### src/hw/rtl/gpre_pkg.sv
`timescale 1ns / 1ps
`default_nettype none

package gpre_pkg;

    localparam int FRAME_BYTES  = 6;
    localparam int STORE_BYTES  = FRAME_BYTES - 1;
    localparam int POS_W        = 3;
    localparam int NUM_BUTTONS  = 14;
    localparam int PAD_BUTTONS  = 10;
    localparam int IDX_W        = 4;
    localparam int DZ_W         = 15;
    localparam int AXIS_W       = 16;
    localparam int TIME_W       = 32;
    localparam int IN_W         = 40;
    localparam int OUT_W        = 72;

    localparam logic [DZ_W-1:0]  DZ_RESET    = 15'd4096;
    localparam logic [7:0]       BTN_HI_MASK = 8'h03;

    localparam int DIR_UP       = 0;
    localparam int DIR_DOWN     = 1;
    localparam int DIR_LEFT     = 2;
    localparam int DIR_RIGHT    = 3;
    localparam int FIRST_BUTTON = 4;

    typedef enum logic {
        ST_IDLE,
        ST_SCAN
    } t_state;

    typedef struct packed {
        logic take;
        logic emit;
    } t_cmd;

    typedef struct packed {
        logic frame_end;
        logic out_free;
        logic last_emit;
    } t_stat;

    function automatic logic [IDX_W-1:0] lowest_set(input logic [NUM_BUTTONS-1:0] v);
        logic [IDX_W-1:0] idx;
        idx = '0;
        for (int i = NUM_BUTTONS - 1; i >= 0; i--) begin
            if (v[i]) begin
                idx = IDX_W'(i);
            end
        end
        return idx;
    endfunction

endpackage

`default_nettype wire

### src/hw/rtl/gpre_ctrl.sv
`timescale 1ns / 1ps
`default_nettype none

module gpre_ctrl (
    input  wire logic           i_clk,
    input  wire logic           i_rst_n,
    input  wire logic           s_axis_tvalid,
    output logic                s_axis_tready,
    input  wire gpre_pkg::t_stat i_stat,
    output gpre_pkg::t_cmd      o_cmd
);
    import gpre_pkg::*;

    t_state r_state;
    t_state n_state;

    always_ff @(posedge i_clk) begin
        if (!i_rst_n) begin
            r_state <= ST_IDLE;
        end else begin
            r_state <= n_state;
        end
    end

    always_comb begin
        n_state       = r_state;
        s_axis_tready = 1'b0;
        o_cmd         = '0;
        case (r_state)
            ST_IDLE: begin
                s_axis_tready = 1'b1;
                o_cmd.take    = s_axis_tvalid;
                if (s_axis_tvalid && i_stat.frame_end) begin
                    n_state = ST_SCAN;
                end
            end
            ST_SCAN: begin
                o_cmd.emit = i_stat.out_free;
                if (i_stat.out_free && i_stat.last_emit) begin
                    n_state = ST_IDLE;
                end
            end
            default: begin
                n_state = ST_IDLE;
            end
        endcase
    end

    a_no_take_in_scan: assert property (@(posedge i_clk) disable iff (!i_rst_n)
        (r_state == ST_SCAN) |-> !o_cmd.take)
        else $error("byte taken during scan");

    a_emit_needs_slot: assert property (@(posedge i_clk) disable iff (!i_rst_n)
        o_cmd.emit |-> i_stat.out_free)
        else $error("emit without free output slot");

    a_frame_end_scans: assert property (@(posedge i_clk) disable iff (!i_rst_n)
        (o_cmd.take && i_stat.frame_end) |=> (r_state == ST_SCAN))
        else $error("completed frame not scanned");

endmodule

`default_nettype wire

### src/hw/rtl/gpre_dp.sv
`timescale 1ns / 1ps
`default_nettype none

module gpre_dp (
    input  wire logic                          i_clk,
    input  wire logic                          i_rst_n,
    input  wire gpre_pkg::t_cmd                i_cmd,
    output gpre_pkg::t_stat                    o_stat,
    input  wire logic [gpre_pkg::IN_W-1:0]     i_in_data,
    input  wire logic                          i_cfg_valid,
    input  wire logic [gpre_pkg::DZ_W-1:0]     i_cfg_data,
    input  wire logic                          i_out_ready,
    output logic                               o_out_valid,
    output logic [gpre_pkg::OUT_W-1:0]         o_out_data,
    output logic                               o_out_user,
    output logic                               o_out_last
);
    import gpre_pkg::*;

    logic [DZ_W-1:0]        r_dead_zone;
    logic [POS_W-1:0]       r_pos;
    logic [7:0]             r_bytes [STORE_BYTES];
    logic [NUM_BUTTONS-1:0] r_prev;
    logic [NUM_BUTTONS-1:0] r_pend;
    logic [NUM_BUTTONS-1:0] r_cur;
    logic [TIME_W-1:0]      r_time;
    logic [AXIS_W-1:0]      r_ax;
    logic [AXIS_W-1:0]      r_ay;
    logic                   r_out_valid;
    logic [OUT_W-1:0]       r_out_data;
    logic                   r_out_user;
    logic                   r_out_last;

    logic [7:0]             in_byte;
    logic [TIME_W-1:0]      in_time;
    logic [AXIS_W-1:0]      ax;
    logic [AXIS_W-1:0]      ay;
    logic signed [AXIS_W:0] x_ext;
    logic signed [AXIS_W:0] y_ext;
    logic signed [AXIS_W:0] dz_pos;
    logic signed [AXIS_W:0] dz_neg;
    logic [NUM_BUTTONS-1:0] cur;
    logic [IDX_W-1:0]       scan_idx;
    logic [NUM_BUTTONS-1:0] n_pend;
    logic                   frame_end;

    assign in_byte   = i_in_data[7:0];
    assign in_time   = i_in_data[IN_W-1:8];
    assign frame_end = (r_pos >= POS_W'(STORE_BYTES));

    assign ax     = {r_bytes[3], r_bytes[2]};
    assign ay     = {in_byte, r_bytes[4]};
    assign x_ext  = {ax[AXIS_W-1], ax};
    assign y_ext  = {ay[AXIS_W-1], ay};
    assign dz_pos = {2'b00, r_dead_zone};
    assign dz_neg = -dz_pos;

    always_comb begin
        cur                         = '0;
        cur[DIR_RIGHT]              = (x_ext > dz_pos);
        cur[DIR_LEFT]               = (x_ext < dz_neg);
        cur[DIR_DOWN]               = (y_ext > dz_pos);
        cur[DIR_UP]                 = (y_ext < dz_neg);
        cur[FIRST_BUTTON +: PAD_BUTTONS] =
            PAD_BUTTONS'({r_bytes[1] & BTN_HI_MASK, r_bytes[0]});
    end

    assign scan_idx = lowest_set(r_pend);
    assign n_pend   = r_pend & (r_pend - NUM_BUTTONS'(1));

    assign o_stat.frame_end = frame_end;
    assign o_stat.out_free  = !r_out_valid || i_out_ready;
    assign o_stat.last_emit = (n_pend == '0);

    // config register
    always_ff @(posedge i_clk) begin
        if (!i_rst_n) begin
            r_dead_zone <= DZ_RESET;
        end else if (i_cfg_valid) begin
            r_dead_zone <= i_cfg_data;
        end
    end

    // byte collection and frame latch
    always_ff @(posedge i_clk) begin
        if (!i_rst_n) begin
            r_pos  <= '0;
            r_prev <= '0;
        end else if (i_cmd.take) begin
            if (frame_end) begin
                r_pos  <= '0;
                r_prev <= cur;
            end else begin
                r_pos  <= r_pos + POS_W'(1);
            end
        end
    end

    always_ff @(posedge i_clk) begin
        if (i_cmd.take && !frame_end) begin
            r_bytes[r_pos] <= in_byte;
        end
    end

    always_ff @(posedge i_clk) begin
        if (i_cmd.take && frame_end) begin
            r_pend <= cur ^ r_prev;
            r_cur  <= cur;
            r_time <= in_time;
            r_ax   <= ax;
            r_ay   <= ay;
        end else if (i_cmd.emit) begin
            r_pend <= n_pend;
        end
    end

    // output register
    always_ff @(posedge i_clk) begin
        if (!i_rst_n) begin
            r_out_valid <= 1'b0;
        end else if (i_cmd.emit) begin
            r_out_valid <= 1'b1;
        end else if (i_out_ready) begin
            r_out_valid <= 1'b0;
        end
    end

    always_ff @(posedge i_clk) begin
        if (i_cmd.emit) begin
            if (r_pend == '0) begin
                r_out_data <= {3'b000, r_ay, r_ax, r_time, 1'b0, {IDX_W{1'b0}}};
                r_out_user <= 1'b0;
            end else begin
                r_out_data <= {3'b000, r_ay, r_ax, r_time, r_cur[scan_idx], scan_idx};
                r_out_user <= 1'b1;
            end
            r_out_last <= (n_pend == '0);
        end
    end

    assign o_out_valid = r_out_valid;
    assign o_out_data  = r_out_data;
    assign o_out_user  = r_out_user;
    assign o_out_last  = r_out_last;

    a_pos_range: assert property (@(posedge i_clk) disable iff (!i_rst_n)
        r_pos <= POS_W'(STORE_BYTES))
        else $error("byte position out of range");

    a_take_emit_excl: assert property (@(posedge i_clk) disable iff (!i_rst_n)
        !(i_cmd.take && i_cmd.emit))
        else $error("take and emit together");

    a_pend_shrinks: assert property (@(posedge i_clk) disable iff (!i_rst_n)
        (i_cmd.emit && r_pend != '0) |=>
            ($countones(r_pend) + 1 == $countones($past(r_pend))))
        else $error("scan did not retire exactly one change");

endmodule

`default_nettype wire

### src/hw/rtl/gamepad_report_edge_events.sv
// first result of a frame: registered from the scan state that follows its sixth byte
// throughput: one byte beat per cycle within a frame; after the sixth byte the scan
//   writes max(1, changed buttons) results, up to 14, into the output register, one per
//   cycle while the output is not stalled
// the first byte of the next frame is not taken until the scan has issued the final result
// reset (synchronous, active low): position 0, previous map all released, dead zone 4096,
//   output register empty; the frame byte store is left as is
`timescale 1ns / 1ps
`default_nettype none

module gamepad_report_edge_events (
    input  wire logic                          i_clk,
    input  wire logic                          i_rst_n,
    input  wire logic                          s_axis_tvalid,
    output logic                               s_axis_tready,
    // byte_value, time_ms
    input  wire logic [gpre_pkg::IN_W-1:0]     s_axis_tdata,
    output logic                               m_axis_tvalid,
    input  wire logic                          m_axis_tready,
    // button_index, pressed, event_time_ms, axis_x, axis_y, zero pad
    output logic [gpre_pkg::OUT_W-1:0]         m_axis_tdata,
    // has_event
    output logic [0:0]                         m_axis_tuser,
    output logic                               m_axis_tlast,
    input  wire logic                          i_cfg_valid,
    output logic                               o_cfg_ready,
    input  wire logic [gpre_pkg::DZ_W-1:0]     i_cfg_data
);
    import gpre_pkg::*;

    t_cmd  cmd;
    t_stat stat;
    logic  out_user;

    assign o_cfg_ready  = 1'b1;
    assign m_axis_tuser = out_user;

    gpre_ctrl u_ctrl (
        .i_clk         (i_clk),
        .i_rst_n       (i_rst_n),
        .s_axis_tvalid (s_axis_tvalid),
        .s_axis_tready (s_axis_tready),
        .i_stat        (stat),
        .o_cmd         (cmd)
    );

    gpre_dp u_dp (
        .i_clk       (i_clk),
        .i_rst_n     (i_rst_n),
        .i_cmd       (cmd),
        .o_stat      (stat),
        .i_in_data   (s_axis_tdata),
        .i_cfg_valid (i_cfg_valid),
        .i_cfg_data  (i_cfg_data),
        .i_out_ready (m_axis_tready),
        .o_out_valid (m_axis_tvalid),
        .o_out_data  (m_axis_tdata),
        .o_out_user  (out_user),
        .o_out_last  (m_axis_tlast)
    );

endmodule

`default_nettype wire
### config.mk
export PLATFORM = sky130hd
export DESIGN_NAME = gamepad_report_edge_events
export DESIGN_NICKNAME = d
export VERILOG_FILES = /design/src/hw/rtl/gpre_pkg.sv /design/src/hw/rtl/gpre_ctrl.sv /design/src/hw/rtl/gpre_dp.sv /design/src/hw/rtl/gamepad_report_edge_events.sv
export SDC_FILE = /design/constraint.sdc
export NUM_CORES = 1
export LEC_CHECK = 0
export ABC_AREA = 1
export ABC_CLOCK_PERIOD_IN_PS = 2900
export BUFFER_PORTS_ARGS = -buffer_cell sky130_fd_sc_hd__buf_2
export CORE_ASPECT_RATIO = 1.2
export CORE_UTILIZATION = 34
export CTS_BUF_LIST = sky130_fd_sc_hd__clkbuf_16
export DETAILED_ROUTE_END_ITERATION = 10
export GPL_TIMING_DRIVEN = 0
export PLACE_DENSITY = 0.59
export SKIP_CTS_REPAIR_TIMING = 1
export SYNTH_ARGS = -nofsm -noshare
export SYNTH_HDL_FRONTEND = slang
export SYNTH_HIERARCHICAL = 1
export SYNTH_SLANG_ARGS = --single-unit
### constraint.sdc
create_clock -name i_clk -period 2.9 [get_ports i_clk]
set_input_delay 0.145 -clock i_clk [delete_from_list [all_inputs] [get_ports i_clk]]
set_output_delay 0.145 -clock i_clk [all_outputs]
set_load 0.01 [all_outputs]
---- Yosys cells after proc, flatten, opt, wreduce, memory -nomap -nowiden ----
Memory sizes are Yosys's and may differ from the RTL's.
Cells that the tools add are included.
storage, ports and cells
  flip-flop bits (word level) ............. 200
  bits in writable memories ............... 40
  bits of input ports ..................... 60
  output and inout port bits .............. 77
  logic and storage cells ................. 69
  memories kept ........................... 1
memory list
  memory        words  width  rd ports  clocked after Yosys merged registers in  wr ports  RTL line       RTL
  u_dp.r_bytes  5      8      5         0                                        1         gpre_dp.sv:22  logic [7:0] r_bytes [STORE_BYTES];
cells by class
  add/sub/neg operators ................... 3
  magnitude comparators ................... 6
  multiplexer cells ....................... 30
  bitwise logic cells ..................... 3
  reduce and logical (&&, ||, !) cells .... 12
operators with widths
  operator                 count
  $mux W4                  14
  $lt A16 B17 Y1           2
  $gt A16 B16 Y1           2
  $logic_not A14 Y1        2
  $mux W14                 2
  $neg A15 Y17             1
  $and A14 B14 Y14         1
  $sub A14 B1 Y14 const B  1
  $xor A14 B14 Y14         1
  $mux W1                  11
  $lt A4 B5 Y1 const B     1
  $bmux W1 S4              1
  $logic_and A1 B1 Y1      4
  $reduce_bool A2 Y1       2
  $add A3 B1 Y3 const B    1
  $ge A3 B3 Y1 const B     1
  $mux W3                  1
  $logic_not A1 Y1         2
  $pmux W1 S2              1
  $reduce_and A2 Y1        1
  $logic_or A1 B1 Y1       1
  $not A1 Y1               1

---- Logic depth before layout (Yosys ltp) ----
  depth after elaboration ................. 16
  mapped depth ............................ 21
  depth with buffers taken out ............ 21

---- By module ----
The synthesis kept the hierarchy.
modules (own cells, without submodules)
  module                      instances  cells each  area each (µm²)  sequential area each (µm²)
  gpre_dp                     1          799         9769.4           6576.3
  gpre_ctrl                   1          11          63.8             20.0
  gamepad_report_edge_events  1          2           11.3             0.0

---- Least setup slack after synthesis ----
No wires, ideal clock.
  path type ............................... flip-flop to flip-flop
  from .................................... register u_dp.r_dead_zone[1]
  to ...................................... register u_dp.r_pend[2] (data pin)
  setup time .............................. 259 ps
  arrival ................................. 2554 ps
  required time ........................... 2641 ps
  path slack .............................. 87 ps
  cell stages (with the launch flop) ...... 21
  buffers on the path ..................... 0
  period minus slack after synthesis ...... 2813 ps
  cells stage by stage .................... dfxtp_1 inv_1 ha_1 nand3_4 nor2_4 nand3_1 nor3_1 nand3_1 xor2_1 ha_1 nand4_1 nor2_1 and3_1 nand3_1 nand2_1 inv_2 nand2_2 nand2_1 nand3_1 nand3_1 nand2_1
on the way
  word-level cells in the longest chain between the ends .. 4
ends and longest elaborated chain
  item                      RTL line        RTL
  start: declaration        gpre_dp.sv:20   logic [DZ_W-1:0] r_dead_zone;
  start signal: assignment  gpre_dp.sv:80   r_dead_zone <= i_cfg_data;
  $neg A15 Y17              gpre_dp.sv:56   assign dz_neg = -dz_pos;
  $lt A16 B17 Y1            gpre_dp.sv:61   cur[DIR_LEFT] = (x_ext < dz_neg);
  $xor A14 B14 Y14          gpre_dp.sv:107  r_pend <= cur ^ r_prev;
  $mux W14                  gpre_dp.sv:106  if (i_cmd.take && frame_end) begin
  end signal: assignment    gpre_dp.sv:107
  end signal: assignment    gpre_dp.sv:113  r_pend <= n_pend;
  end: declaration          gpre_dp.sv:24   logic [NUM_BUTTONS-1:0] r_pend;
Every way passes these cells.
A chain may end at the register's enable or synchronous reset.

---- Final worst setup path ----
  from .................................... register u_dp.r_dead_zone[0]
  to ...................................... register u_dp.r_pend[2] (data pin)
Same word-level chain as after synthesis.

==> impl_results.md <==
- Core footprint: 0.02817 sq mm
- DRC violations left: 0
- Finished layout cell area: 0.01241 sq mm
- Worst slew margin: 0.3575
- Worst slew pin tran: 0.9585 ns
- Vias in the first global route: approximately 6.0k
- Placed cells: about 1.3k
- Num Clock Sinks: 231
- Hold Path Depth: 3
- Most used DFF post-synth: edfxtp_1
- Post-synth EDFFs: 197
- FP Rows: 67
- Routability Congestion: 0.8790
- CP dominant cell by count: nand3_2
- WS Path Type: flop to flop
- R2R cell count: 20
- Worst-path clk slew: 0.06 ns
- Cells after synthesis: 812
- Final Skew: 0.008115 ns
- Post-synth top cells: edfxtp_1 (197), nand2_1 (114), inv_1 (89), nor2_1 (64), ha_1 (61)
- Syn_area_per_cell: 12.12 sq um
- Die area: 0.02964 sq mm
- Top cells by area, synth: edfxtp_1 (60%), ha_1 (7.8%), dfxtp_1 (6.9%), nand2_1 (4.3%), inv_1 (3.4%)
- CTS buffer count: 23
- Ys Warns: 6
- Worst Setup SP: u_dp/r_dead_zone[0]$_SDFFE_PN0P_
- Post-place instance area: 0.01105 sq mm
- Tmin final: 2.953 ns
- Die Y-Extent: around 190 um
- Leak Pwr: 5.052 nW
- Pwr/cell area: 547.8 mW/mm^2
- Initial antenna violation count: 0
- Non-filler cells, final: 1429
- TNS Setup: -0.05255 ns
- H-tree Lvls: 1
- Outcome: finished with violations
- Final worst path period share: 1.018
- Worst Setup End Kind: flop
- Top Layer Used: met4
- Hold_ws: -0.02500 ns
- Fin util: 0.4407
- # nets final: 1157
- Hold_sp: i_cfg_data[6]
- Tot GR Track Use: 0.1403
- Met2 WL: 10250 um
- Max Slew Vio Count: 0
- I/O pins: approximately 140
- Drt first pass iters: 5
- Total of max-cap violations: 0
- Area leader, netlist: edfxtp_1
- Met1 WL: 9125 um
- CP startpoint kind: flop
- CP max FO: 4
- CTS tree: built
- Yosys reg bits: 231
- Hold endpoint: u_dp/r_dead_zone[6]$_SDFFE_PN0P_
- Most common cell in the netlist: edfxtp_1
- Root buf cell: clkbuf_16
- Crit path arrival time: 3.21 ns
- Total power: 6.800 mW
- Worst R2R Start: u_dp/r_dead_zone[0]$_SDFFE_PN0P_
- Sequential fraction of the synthesis area: 0.6701
- Die X-Extent: 157.3 um
- Clk Latency, worst-skew pair: 0.50 ns
- Clock Path Buffers: 3
- Antenna-violating nets left: 0
- Final setup fails: 1
- Total number of vias: 6459
- CP cell instances: inv_4 -> ha_4 -> nand3_4 -> nor2_4 -> nand3_2 -> nor3_4 -> nand3_2 -> xor2_2 -> ha_1 -> nand4_1 -> nor2_1 -> and3_1 -> nand3_1 -> nand2_1 -> inv_2 -> nand2_2 -> nand2_2 -> nand3_2 -> nand3_2 -> nand2_1
- Worst setup margin: -0.05255 ns
- Failing checks: negative hold slack, negative setup slack
- Ant diodes: 0
- FMAX: 338.7 MHz
- Total grt overflow: 0
- Worst endpoint required time: 3.16 ns
- Worst VDD drop: roughly 0.00033 V
- Critical Path Slowest Stage Cell: dfxtp_4
- Distinct cell type count of the synthesized netlist: 42
- Cell Area, Synth: 0.009844 sq mm
- Wire length per cell: 14.64 um
- Final hold vios: 2
- Number of DRC markers in iteration 0: ~400
- First-pass GRT wire length: 31850 um
- Layout area overhead: 26.08%
- FF-to-FF setup slack: -0.05 ns
- I/O Buffers: 132
- Hpwl dp: between 15000 and 20000 um
- Synth top area share: 0.6009
- DR WL met3: ~1100 um
- Crit-path max cell delay: between 0.3 and 0.4 ns
- Post-synthesis async set-or-reset flop share: 0
- Hold crit path type: input pin to flop
- Largest net degree at the start of global routing: 75
- Initial cell density of the core: 0.3495
- RSZ-0062 raised after global routing: yes
- Share of layout cells above drive strength 1: 0.2324
- WL final: 20910 um
- Pre-CTS setup slack: -0.4002 ns
- Reg2reg end: u_dp/r_pend[2]$_DFFE_PP_
- Vias per inst: about 4.5
## power breakdown
| group | switching (mW) | internal (mW) | total [mW] |
|---|---|---|---|
| clock network | 1.19 | 1.43 | 2.62 |
| registers | 0.0323 | 3.62 | 3.65 |
| logic | 0.294 | 0.236 | 0.530 |
| total | 1.51 | 5.29 | 6.80 |
## placed cells by master (no fill, tap or decap), types with 6 or more instances in the layout
| cell type | count |
|---|---|
| a21oi_1 | 41 |
| buf_2 | 132 |
| buf_4 | 17 |
| clkbuf_1 | 9 |
| clkbuf_16 | 23 |
| clkinv_1 | 6 |
| clkinv_2 | 7 |
| dfxtp_1 | 32 |
| dlygate4sd3_1 | 52 |
| edfxtp_1 | 197 |
| ha_1 | 59 |
| inv_1 | 89 |
| inv_2 | 11 |
| nand2_1 | 113 |
| nand2_2 | 13 |
| nand3_1 | 34 |
| nand3_2 | 9 |
| nand3b_1 | 6 |
| nand4_1 | 15 |
| nor2_1 | 62 |
| o21ai_0 | 48 |
| xor2_1 | 17 |
## metal layers
layer / track usage / vias up
li1: - / 3271
met4: 0.04444 / 0
met1: 0.1776 / 3003
met3: 0.02553 / 32
met2: 0.2405 / 153
met5: 0 / -
## logic make-up (layout without fill, tap and decap cells)
| family | Yosys count | in the layout | synth area share |
|---|---|---|---|
| DFF | 231 | 231 | 0.6701 |
| buffers and inverters | 116 | 352 | 0.04626 |
| xor gates and xnor gates | 21 | 21 | 0.01868 |
| AOI/OAI and AO/OA | 105 | 105 | 0.05796 |
| and+or+nand+nor | 276 | 276 | 0.1287 |
| adders and majority gates | 61 | 61 | 0.07753 |
| other | 2 | 4 | 0.0007629 |
## registers in the layout (all words and copies together) (netlist names)
register / count
u_ctrl/r_state: 1
u_dp/r_pos: 3
u_dp/o_out_data: 69
u_dp/o_out_user: 1
u_dp/r_ay: 16
u_dp/o_out_last: 1
u_dp/r_prev: 14
u_dp/r_dead_zone: 15
u_dp/r_pend: 14
u_dp/r_ax: 16
u_dp/o_out_valid: 1
u_dp/r_cur: 14
u_dp/r_bytes: 34
u_dp/r_time: 32
## area by class of cell
type,instances,area (sq um)
timing repair buffer,197,1319
sequential,231,6601
buffer,16,82.58
clock inverter,16,73.82
tap,379,474.2
inverter,100,380.4
multi-input combinational,467,2905
fill,2636,15760
clock buffer,23,575.6
## worst max-delay path by stage
stage / cells past startpoint / slack (ns) / to
after floorplan: 20 / 0.09 / u_dp/r_pend[2]$_DFFE_PP_
after global placement: 5 / -0.74 / u_dp/r_pend[10]$_DFFE_PP_
after detailed placement: 20 / -0.40 / u_dp/r_pend[2]$_DFFE_PP_
after CTS: 20 / -0.42 / u_dp/r_pend[2]$_DFFE_PP_
after global routing: 20 / -0.23 / u_dp/r_pend[2]$_DFFE_PP_
final: 20 / -0.05 / u_dp/r_pend[2]$_DFFE_PP_
## worst max-delay path: cells and delay by family (launching register included)
family,cells,cell delay (ns)
flip-flops,1,0.37
AND/OR/NAND/NOR,15,1.55
XOR/XNOR,1,0.18
adder cells (fa/ha/maj),2,0.46
buffers and inverters,2,0.16
Note: power is estimated with default switching activity, not from simulation.
